$ cat src/mpu_pkg.sv
// Shared constants and types for the modular exponentiation unit.
// No dependencies; the files that use it refer to it by scoped names.
package mpu_pkg;

  localparam logic [29:0] P_MOD   = 30'd1000000007;
  localparam logic [30:0] INV_EXP = 31'd1000000005;
  // Barrett factor floor(2^60 / p), fits in 31 bits
  localparam logic [30:0] BAR_MU  = 31'(64'h1000_0000_0000_0000 / 64'd1000000007);

  typedef struct packed {
    logic start;
    logic reduce;
  } mpu_req_t;

endpackage

$ cat src/mpu_if.sv
// Valid/ready channel interfaces for the modular exponentiation unit.
// Input channel carries opcode, base and exponent; output channel the result.
interface mpu_in_if;
  logic        valid;
  logic        ready;
  logic        opcode;
  logic [30:0] base;
  logic [30:0] exponent;

  modport source (output valid, output opcode, output base, output exponent, input ready);
  modport sink   (input valid, input opcode, input base, input exponent, output ready);
endinterface

interface mpu_out_if;
  logic        valid;
  logic        ready;
  logic [29:0] result;

  modport source (output valid, output result, input ready);
  modport sink   (input valid, input result, output ready);
endinterface

$ cat src/mpu_mulred.sv
// Shared modular multiplier: one 31x31 multiplier for the product and both
// Barrett steps, subtract, correct; reduce only corrects. Uses mpu_pkg.
module mpu_mulred (
  input  logic             clk,
  input  logic             rst_n,
  input  mpu_pkg::mpu_req_t req,
  input  logic [30:0]      opa,
  input  logic [29:0]      opb,
  output logic             done,
  output logic [29:0]      res
);

  typedef enum logic [5:0] {
    ST_IDLE = 6'b000001,
    ST_MUL  = 6'b000010,
    ST_BAR1 = 6'b000100,
    ST_BAR2 = 6'b001000,
    ST_SUB  = 6'b010000,
    ST_CORR = 6'b100000
  } mr_state_t;

  mr_state_t   state_r, state_nxt;
  logic [29:0] a_r, b_r;
  logic [31:0] x_r;
  logic [61:0] prod_r;
  logic [31:0] r_r;
  logic [29:0] res_r;
  logic        done_r;

  logic [30:0] mul_x, mul_y;
  logic [61:0] mul_p;
  logic [32:0] d1, d2;
  logic [29:0] corr;

  always_comb begin
    case (state_r)
      ST_MUL: begin
        mul_x = {1'b0, a_r};
        mul_y = {1'b0, b_r};
      end
      ST_BAR1: begin
        mul_x = prod_r[59:29];
        mul_y = mpu_pkg::BAR_MU;
      end
      ST_BAR2: begin
        mul_x = prod_r[61:31];
        mul_y = {1'b0, mpu_pkg::P_MOD};
      end
      default: begin
        mul_x = '0;
        mul_y = '0;
      end
    endcase
  end

  assign mul_p = {31'd0, mul_x} * {31'd0, mul_y};

  // remainder after Barrett is below 3p: pick r-2p, r-p or r
  assign d1 = {1'b0, r_r} - {3'd0, mpu_pkg::P_MOD};
  assign d2 = {1'b0, r_r} - {2'd0, mpu_pkg::P_MOD, 1'b0};

  always_comb begin
    if (!d2[32]) begin
      corr = d2[29:0];
    end else if (!d1[32]) begin
      corr = d1[29:0];
    end else begin
      corr = r_r[29:0];
    end
  end

  always_comb begin
    state_nxt = state_r;
    case (state_r)
      ST_IDLE: begin
        if (req.start) begin
          state_nxt = req.reduce ? ST_CORR : ST_MUL;
        end
      end
      ST_MUL:  state_nxt = ST_BAR1;
      ST_BAR1: state_nxt = ST_BAR2;
      ST_BAR2: state_nxt = ST_SUB;
      ST_SUB:  state_nxt = ST_CORR;
      ST_CORR: state_nxt = ST_IDLE;
      default: state_nxt = ST_IDLE;
    endcase
  end

  always_ff @(posedge clk) begin
    if (!rst_n) begin
      state_r <= ST_IDLE;
      done_r  <= 1'b0;
    end else begin
      state_r <= state_nxt;
      done_r  <= (state_r == ST_CORR);
    end
  end

  always_ff @(posedge clk) begin
    if (state_r == ST_IDLE && req.start) begin
      a_r <= opa[29:0];
      b_r <= opb;
      r_r <= {1'b0, opa};
    end
    if (state_r == ST_MUL || state_r == ST_BAR1 || state_r == ST_BAR2) begin
      prod_r <= mul_p;
    end
    if (state_r == ST_BAR1) begin
      x_r <= prod_r[31:0];
    end
    if (state_r == ST_SUB) begin
      r_r <= x_r - prod_r[31:0];
    end
    if (state_r == ST_CORR) begin
      res_r <= corr;
    end
  end

  assign done = done_r;
  assign res  = res_r;

  a_start_idle: assert property (@(posedge clk) disable iff (!rst_n)
    req.start |-> state_r == ST_IDLE) else $error("start while unit busy");
  a_res_range: assert property (@(posedge clk) disable iff (!rst_n)
    done_r |-> res_r < mpu_pkg::P_MOD) else $error("result not reduced");
  a_done_src: assert property (@(posedge clk) disable iff (!rst_n)
    done_r |-> $past(state_r == ST_CORR)) else $error("done without correction");

endmodule

$ cat src/modular_exponentiation_prime_unit.sv
// Steps: reduce the base, then for each exponent bit from the LSB up to the top set bit,
// a multiply into the accumulator if the bit is set and a square; a modular multiply is
// product, two Barrett steps, subtract, correct. A zero exponent only reduces the base.
// One item at a time; the next input beat is taken in the cycle after the result loads.
// Input is taken only in idle; a waiting result is held while the next item runs.
// Reset (synchronous, active low) returns the sequencer and output to empty/idle.
module modular_exponentiation_prime_unit (
  input  logic      clk,
  input  logic      rst_n,
  mpu_in_if.sink    in_bus,
  mpu_out_if.source out_bus
);

  typedef enum logic [5:0] {
    S_IDLE = 6'b000001,
    S_RED  = 6'b000010,
    S_STEP = 6'b000100,
    S_MUL  = 6'b001000,
    S_SQR  = 6'b010000,
    S_DONE = 6'b100000
  } seq_state_t;

  seq_state_t        state_r, state_nxt;
  logic [29:0]       acc_r, sq_r;
  logic [30:0]       exp_r;
  logic              out_valid_r;
  logic [29:0]       out_res_r;

  mpu_pkg::mpu_req_t mr_req;
  logic [30:0]       mr_opa;
  logic [29:0]       mr_opb;
  logic              mr_done;
  logic [29:0]       mr_res;
  logic              in_acc;
  logic              out_load;

  assign in_bus.ready   = (state_r == S_IDLE);
  assign in_acc         = in_bus.valid && (state_r == S_IDLE);
  assign out_load       = (state_r == S_DONE) && (!out_valid_r || out_bus.ready);
  assign out_bus.valid  = out_valid_r;
  assign out_bus.result = out_res_r;

  always_comb begin
    mr_req = '0;
    mr_opa = {1'b0, sq_r};
    mr_opb = sq_r;
    case (state_r)
      S_IDLE: begin
        mr_req.start  = in_acc;
        mr_req.reduce = 1'b1;
        mr_opa        = in_bus.base;
      end
      S_STEP: begin
        mr_req.start = (exp_r != '0);
        if (exp_r[0]) begin
          mr_opa = {1'b0, acc_r};
        end
      end
      S_MUL: begin
        // acc done: go on with the square
        mr_req.start = mr_done;
      end
      default: begin
        mr_req = '0;
      end
    endcase
  end

  always_comb begin
    state_nxt = state_r;
    case (state_r)
      S_IDLE: if (in_acc) state_nxt = S_RED;
      S_RED:  if (mr_done) state_nxt = S_STEP;
      S_STEP: begin
        if (exp_r == '0) begin
          state_nxt = S_DONE;
        end else if (exp_r[0]) begin
          state_nxt = S_MUL;
        end else begin
          state_nxt = S_SQR;
        end
      end
      S_MUL:  if (mr_done) state_nxt = S_SQR;
      S_SQR:  if (mr_done) state_nxt = S_STEP;
      S_DONE: if (out_load) state_nxt = S_IDLE;
      default: state_nxt = S_IDLE;
    endcase
  end

  always_ff @(posedge clk) begin
    if (!rst_n) begin
      state_r     <= S_IDLE;
      out_valid_r <= 1'b0;
    end else begin
      state_r <= state_nxt;
      if (out_load) begin
        out_valid_r <= 1'b1;
      end else if (out_bus.ready) begin
        out_valid_r <= 1'b0;
      end
    end
  end

  always_ff @(posedge clk) begin
    if (in_acc) begin
      acc_r <= 30'd1;
      exp_r <= in_bus.opcode ? mpu_pkg::INV_EXP : in_bus.exponent;
    end
    if (state_r == S_RED && mr_done) begin
      sq_r <= mr_res;
    end
    if (state_r == S_MUL && mr_done) begin
      acc_r <= mr_res;
    end
    if (state_r == S_SQR && mr_done) begin
      sq_r  <= mr_res;
      exp_r <= exp_r >> 1;
    end
    if (out_load) begin
      out_res_r <= acc_r;
    end
  end

  mpu_mulred u_mulred (
    .clk   (clk),
    .rst_n (rst_n),
    .req   (mr_req),
    .opa   (mr_opa),
    .opb   (mr_opb),
    .done  (mr_done),
    .res   (mr_res)
  );

  a_out_range: assert property (@(posedge clk) disable iff (!rst_n)
    out_valid_r |-> out_res_r < mpu_pkg::P_MOD) else $error("output beat out of range");
  a_out_src: assert property (@(posedge clk) disable iff (!rst_n)
    $rose(out_valid_r) |-> $past(state_r == S_DONE)) else $error("output beat without finish");
  a_done_wait: assert property (@(posedge clk) disable iff (!rst_n)
    mr_done |-> (state_r == S_RED || state_r == S_MUL || state_r == S_SQR))
    else $error("multiplier result while not waiting");

endmodule

$ cat src/flat_wrapper.sv
// flat-port wrapper written by rule: the top's interface ports become plain ports
module modular_exponentiation_prime_unit_flat 
  (clk, rst_n, in_bus_valid, in_bus_opcode, in_bus_base, in_bus_exponent, in_bus_ready, out_bus_valid, out_bus_result, out_bus_ready);
  mpu_in_if in_bus_i ();
  mpu_out_if out_bus_i ();
  input  logic clk;
  input  logic rst_n;
  input wire logic [$bits(in_bus_i.valid)-1:0] in_bus_valid;
  input wire logic [$bits(in_bus_i.opcode)-1:0] in_bus_opcode;
  input wire logic [$bits(in_bus_i.base)-1:0] in_bus_base;
  input wire logic [$bits(in_bus_i.exponent)-1:0] in_bus_exponent;
  output wire logic [$bits(in_bus_i.ready)-1:0] in_bus_ready;
  output wire logic [$bits(out_bus_i.valid)-1:0] out_bus_valid;
  output wire logic [$bits(out_bus_i.result)-1:0] out_bus_result;
  input wire logic [$bits(out_bus_i.ready)-1:0] out_bus_ready;
  assign in_bus_i.valid = in_bus_valid;
  assign in_bus_i.opcode = in_bus_opcode;
  assign in_bus_i.base = in_bus_base;
  assign in_bus_i.exponent = in_bus_exponent;
  assign in_bus_ready = in_bus_i.ready;
  assign out_bus_valid = out_bus_i.valid;
  assign out_bus_result = out_bus_i.result;
  assign out_bus_i.ready = out_bus_ready;
  modular_exponentiation_prime_unit u_core (.clk(clk), .rst_n(rst_n), .in_bus(in_bus_i), .out_bus(out_bus_i));
endmodule
$ cat config.mk
export PLATFORM = sky130hd
export DESIGN_NAME = modular_exponentiation_prime_unit_flat
export DESIGN_NICKNAME = d
export VERILOG_FILES = /design/src/mpu_pkg.sv /design/src/mpu_if.sv /design/src/mpu_mulred.sv /design/src/modular_exponentiation_prime_unit.sv /design/src/flat_wrapper.sv
export SDC_FILE = /design/constraint.sdc
export NUM_CORES = 2
export LEC_CHECK = 0
export BUFFER_PORTS_ARGS = -buffer_cell sky130_fd_sc_hd__buf_2
export CAP_MARGIN = 10
export CORE_MARGIN = 3
export CORE_UTILIZATION = 40
export CTS_CLUSTER_DIAMETER = 200
export DETAILED_ROUTE_END_ITERATION = 10
export PLACE_DENSITY_LB_ADDON = 0.3
export RECOVER_POWER = 50
export SYNTH_ARGS = -nofsm -noshare
export SYNTH_HDL_FRONTEND = slang
export SYNTH_SLANG_ARGS = --single-unit
$ cat constraint.sdc
create_clock -name clk -period 29.3 [get_ports clk]
set_clock_uncertainty 0.15 [all_clocks]
set_input_delay 0 -clock clk [delete_from_list [all_inputs] [get_ports clk]]
set_output_delay 0 -clock clk [all_outputs]
set_load 0.005 [all_outputs]
* After elaboration in Yosys (flattened, before gate mapping)
Index checks and enable logic that the tools add are counted.
** Operators by class
- Multiply operators :: 1
- Reductions and logical operators :: 19
- Equality and inequality tests :: 17
- Add/subtract/negate cells :: 3
- Multiplexer cells :: 29
** Operator list (number)
- $mux 30 :: 9
- $pmux 31 s3 :: 2
- $mux 32 :: 2
- $mul 31x31->62 :: 1
- $pmux 31 s2 :: 1
- $pmux 6 s5 :: 2
- $mux 6 :: 7
- $sub 32x30->33 const B :: 1
- $sub 32x31->33 const B :: 1
- $sub 32x32->32 :: 1
- $logic_not 31->1 :: 1
- $mux 31 :: 1
- $reduce_bool 31->1 :: 1
- $eq 6x1->1 const B :: 2
- $eq 6x2->1 const B :: 2
- $eq 6x3->1 const B :: 2
- $eq 6x4->1 const B :: 2
- $eq 6x5->1 const B :: 2
- $eq 6x6->1 const B :: 2
- $reduce_bool 2->1 :: 5
- $logic_and 1x1->1 :: 6
- $ne 2x1->1 const B :: 3
- $mux 5 :: 1
- $ne 2x2->1 const B :: 2
- 6 further kinds :: 10
** Word-level totals
- Bits of input ports :: 67
- Logic and storage cells :: 84
- Register bits after elaboration :: 351
- Output and inout port bits :: 32

* Depth between registers and ports, before layout
- Word-level depth :: 6
- Mapped depth :: 36
- Depth with buffers taken out :: 32

* Modules after synthesis
Synthesis repeated with hierarchy kept, for this count alone.
** Unflattened totals
- Cell total of the unflattened synthesis :: 4779
- Area total of the unflattened synthesis :: 46130.5 um^2
** By module, submodules not included
- mpu_mulred :: seq. area each 6626.4 um^2, times used 1, area each 40764.1 um^2, cells each 4379
- modular_exponentiation_prime_unit :: seq. area each 3763.6 um^2, times used 1, area each 5366.4 um^2, cells each 400

* Least setup slack after synthesis
OpenSTA, ideal clock, no wires.
- Kind :: reg-to-reg
- From :: register u_core.u_mulred.state_r[0]
- To :: register u_core.u_mulred.prod_r[52] (data pin)
- Required time :: 28890 ps
- Slack :: 19584 ps
- Arrival time :: 9306 ps
- Period minus slack after synthesis :: 9716 ps
- Library setup time :: 260 ps
- Stages on the path, launching flop included :: 32
- Path buffers :: 5
- Cell sequence :: dfxtp_1 > nor2_1 > nand2_1 > nor3b_1 > clkbuf_1 > clkbuf_1 > buf_1 > a21oi_1 > clkbuf_1 > nor2_1 > fa_1 > fa_1 > fa_1 > inv_1 > fa_1 > inv_1 > fa_1 > inv_1 > fa_1 > inv_1 > fa_1 > fa_1 > ha_1 > buf_2 > nand4_1 > or2_2 > o31ai_2 > a211o_1 > a31oi_2 > o31ai_1 > a21oi_1 > xnor2_1
** On the way
- Cells in the longest elaborated chain, start to end :: 3
- Elaborated cells between the ends (all ways) :: 6
- Classes of those cells :: mul (1); eq/ne (3); mux (2)
** RTL lines
- from (decl) :: RTL line mpu_mulred.sv:22 : mr_state_t state_r, state_nxt;
- from (signal assigned) :: RTL line mpu_mulred.sv:94 : state_r <= state_nxt;
- $eq 6x4->1 (tied with other cells) :: RTL line mpu_mulred.sv:36 : case (state_r)
- $pmux 31 s3 :: RTL line mpu_mulred.sv:36
- $mul 31x31->62 * :: RTL line mpu_mulred.sv:56 : assign mul_p = {31'd0, mul_x} * {31'd0, mul_y};
- via u_core.u_mulred.mul_p[52] :: RTL line mpu_mulred.sv:31 : logic [61:0] mul_p;
- to (signal assigned) :: RTL line mpu_mulred.sv:106 : prod_r <= mul_p;
- to (decl) :: RTL line mpu_mulred.sv:25 : logic [61:0] prod_r;
The timed path passes the listed nets; every way through them passes the cells marked *.
A chain may end at the register's enable or synchronous reset.

* Worst setup path in the final report
- From :: register u_core.u_mulred.state_r[4]
- To :: register u_core.u_mulred.prod_r[59] (data pin)
The elaborated chain is that of the path after synthesis.

==> reports/qor.yml <==
clock_network:
  cts.path.max_buffers: 3
  cts_buffers: 38
  path_clk_slew_ps: 60
  htree_levels: 2
  postCtsHoldBufs: 92
  cts_resized: 0
  insertion_delay_ps: 550
  clock_sinks: 351
  cts_tree: "yes"
  clock-root-buffer: "clkbuf_16"
  cts_setup_buffers: 0
synthesis:
  async_reset_ff_frac: 0
  ys_seq_area_frac: 0.226
  synthFlopType: "edfxtp_1"
  synth_cell_types: 81
  synth_edf_count: 336
  yosys.area.top_type: "fa_1"
  yosysTopAreaCellShare: 0.365
  postSynthCellCount: 4757
  syn_area_um2: 45900
  syn_avg_cell_area_um2: 9.65
  ys_seq_elements: 351
  yosys_warnings: 0
  synth.area.top_cells: "fa_1 (37%), edfxtp_1 (22%), ha_1 (7.8%), inv_1 (6.8%), nand2_1 (5.4%)"
sta:
  fmax_mhz: 80.6
  hold_violations: 0
  period_minus_slack_ps: 12410
  setup_viol: 0
  worst_slew_margin_rel: -1.01
  fin_setup_tns_ps: 0
  tightest_slew_ps: 3000
  holdWs_ps: 30.5
  min_period_over_period: 0.424
  finalMaxSlewViolations: 267
  rsz0062_at_grt: "false"
routing:
  num_vias: 34800
  wl_per_cell_um: 23.2
  first_iter_violations: 3151
  dr.pass1.iters: 8
  drc: 0
  via_per_inst: 5.46
  drt-total-wl_mm: 148
  postRouteAntennaNets: 0
global_route:
  track_usage: 0.254
  antenna_found_initial: 3
  overflow: 0
  grt_max_degree: 79
  grt_pass1_wl_mm: 225
  grt_pass1_vias: 36200
cells_and_area:
  finalNonFillerCells: 6372
  seq_area_um2: 10400
  drive_gt1_frac: 0.0575
  syn_to_final_growth_pct: 9.80
  multi_input_area_um2: 31600
  nNetsFinal: 6035
  fillCellCount: 10900
  diodes: 0
place:
  hpwl_mm: 113
  gp_congestion: 0.953
  dp.cells: 6210
  portBuffers: 98
flow_run:
  maxCapViolations: 8
critical_path:
  critPathMaxStageDelay_ps: 1520
  critPathSlowestCell: "nor3b_1"
  rr_worst_depth: 29
  crit_top_cell: "fa_1"
  cp-end-kind: "flop"
  rr_startpoint: "u_core.u_mulred.state_r[4]"
  cp_max_fo: 48
  setup.worst_path.start: "u_core.u_mulred.state_r[4]"
  rrSetupSlack_ps: 16890
  reg2reg_to: "u_core.u_mulred.prod_r[59]"
  crit_end: "u_core.u_mulred.prod_r[59]"
  arrival_ps: 12550
  crit_required_ps: 29430
  critical_path_class: "flop to flop"
  start_kind: "flop"
floorplan:
  die-width_um: 345
  rows: 123
  io-pin-count: 99
  core_area_um2: 113000
  initial_core_util: 0.405
  die_area_um2: 119000
  die_h_um: 345
power_and_ir_drop:
  p_leak_nw: 23.2
  ir_worst_vdd_uv: 40.2
  power_w: 0.00144
  power.density_nw_per_um2: 28.6
run_status:
  failed_checks: "capacitance limit, slew limit"
  status: "finished with violations"
hold_path:
  hold_class: "input pin to flop"
## report_power, final
part | internal, W | leakage (nW) | switching (W)
clock network | 0.000303 | 0.631 | 0.000205
registers | 0.000617 | 3.21 | 0.0000474
logic | 0.0000845 | 19.4 | 0.000184
total | 0.00100 | 23.2 | 0.000436
## per-layer routing
layer,GRT usage,up-vias,share of wire
met5,0,-,0.000088
met4,0.0996,2,0.049
met3,0.0416,337,0.084
met2,0.402,1614,0.45
met1,0.350,17800,0.41
li1,-,15100,-
## critical path, delay by kind of cell, from the launching register on
family	cells	cell delay (ps)
fa+ha+maj	9	4240
simple gates	7	2580
compound gates	7	2900
flops	1	360
buf+inv	5	1750
xor+xnor	1	100
## flip-flops by register name, summed over array words and instances, names as in the netlist
name	flops
u_core.acc_r	30
u_core.out_bus.valid	1
u_core.mr_opb	30
u_core.u_mulred.b_r	30
u_core.u_mulred.res	30
u_core.u_mulred.x_r	32
u_core.exp_r	31
u_core.u_mulred.a_r	30
u_core.u_mulred.done	1
u_core.out_bus.result	30
u_core.u_mulred.r_r	32
u_core.u_mulred.prod_r	62
u_core.state_r	6
u_core.u_mulred.state_r	6
## cells in the mapped netlist (12+ instances only)
cell and instances:
a211oi_1 12, a21o_1 68, a21oi_1 154, a221o_1 17, a221oi_1 16, a22oi_1 47, and2_1 42, and3_1 50
buf_1 15, clkbuf_1 222, dfxtp_1 15, edfxtp_1 336, fa_1 838, ha_1 288, inv_1 830, nand2_1 656
nand2b_1 28, nand3_1 33, nand4_1 24, nor2_1 600, nor2b_1 15, nor3_1 26, nor4_1 13, o211ai_1 13
o21a_1 18, o21ai_0 101, o21bai_1 14, o31ai_1 12, xnor2_1 66, xor2_1 51
## logic make-up after synthesis
kind of cell    share of synthesized area
simple gates                        0.141
compound gates                     0.0778
flops                               0.226
other cells                      0.000164
xor+xnor                           0.0223
fa+ha+maj                           0.444
buf+inv                            0.0888
## stage by stage
stage / cell area [µm²] / setup slack (ps) / util
after floorplan: 45900 / 19580 / -
after global placement: 48300 / 18400 / 0.426
after detailed placement: 48300 / 18250 / 0.426
after CTS: 50500 / 18240 / 0.446
after global routing: 50400 / 16320 / 0.445
final: 50400 / 16890 / 0.445
## area by class of cell
| class | instances | share of cell area |
|---|---|---|
| inverters | 831 | 0.0619 |
| well taps | 1500 | 0.0372 |
| repair buffers | 290 | 0.0418 |
| clock inverters | 27 | 0.00685 |
| clock buffers | 43 | 0.0192 |
| multi-input cells | 3330 | 0.627 |
| flip-flops and latches | 351 | 0.206 |
## how the worst min path moves through the flow
stage	from	endpoint	slack (ps)	depth (start not counted)
5_1_grt	in_bus_opcode	u_core.exp_r[5]	60	3
4_1_cts	in_bus_opcode	u_core.exp_r[5]	9	3
6_report	in_bus_opcode	u_core.exp_r[6]	30	3
3_5_place_dp	rst_n	u_core.state_r[0]	160	2
3_3_place_gp	rst_n	u_core.state_r[0]	160	2
2_1_floorplan	in_bus_base[30]	u_core.u_mulred.r_r[30]	60	2
## placed cells by master (no fill, tap or decap), types with 47 or more instances in the layout
| cell type | n |
|---|---|
| nand2_1 | 656 |
| dlygate4sd3_1 | 92 |
| a22oi_1 | 47 |
| xnor2_1 | 66 |
| nor2_1 | 598 |
| and3_1 | 50 |
| edfxtp_1 | 336 |
| buf_4 | 91 |
| inv_1 | 830 |
| xor2_1 | 51 |
| o21ai_0 | 102 |
| a21oi_1 | 148 |
| fa_1 | 838 |
| a21o_1 | 68 |
| ha_1 | 288 |
| buf_2 | 74 |
No activity file was read; power rests on OpenSTA's default activity.
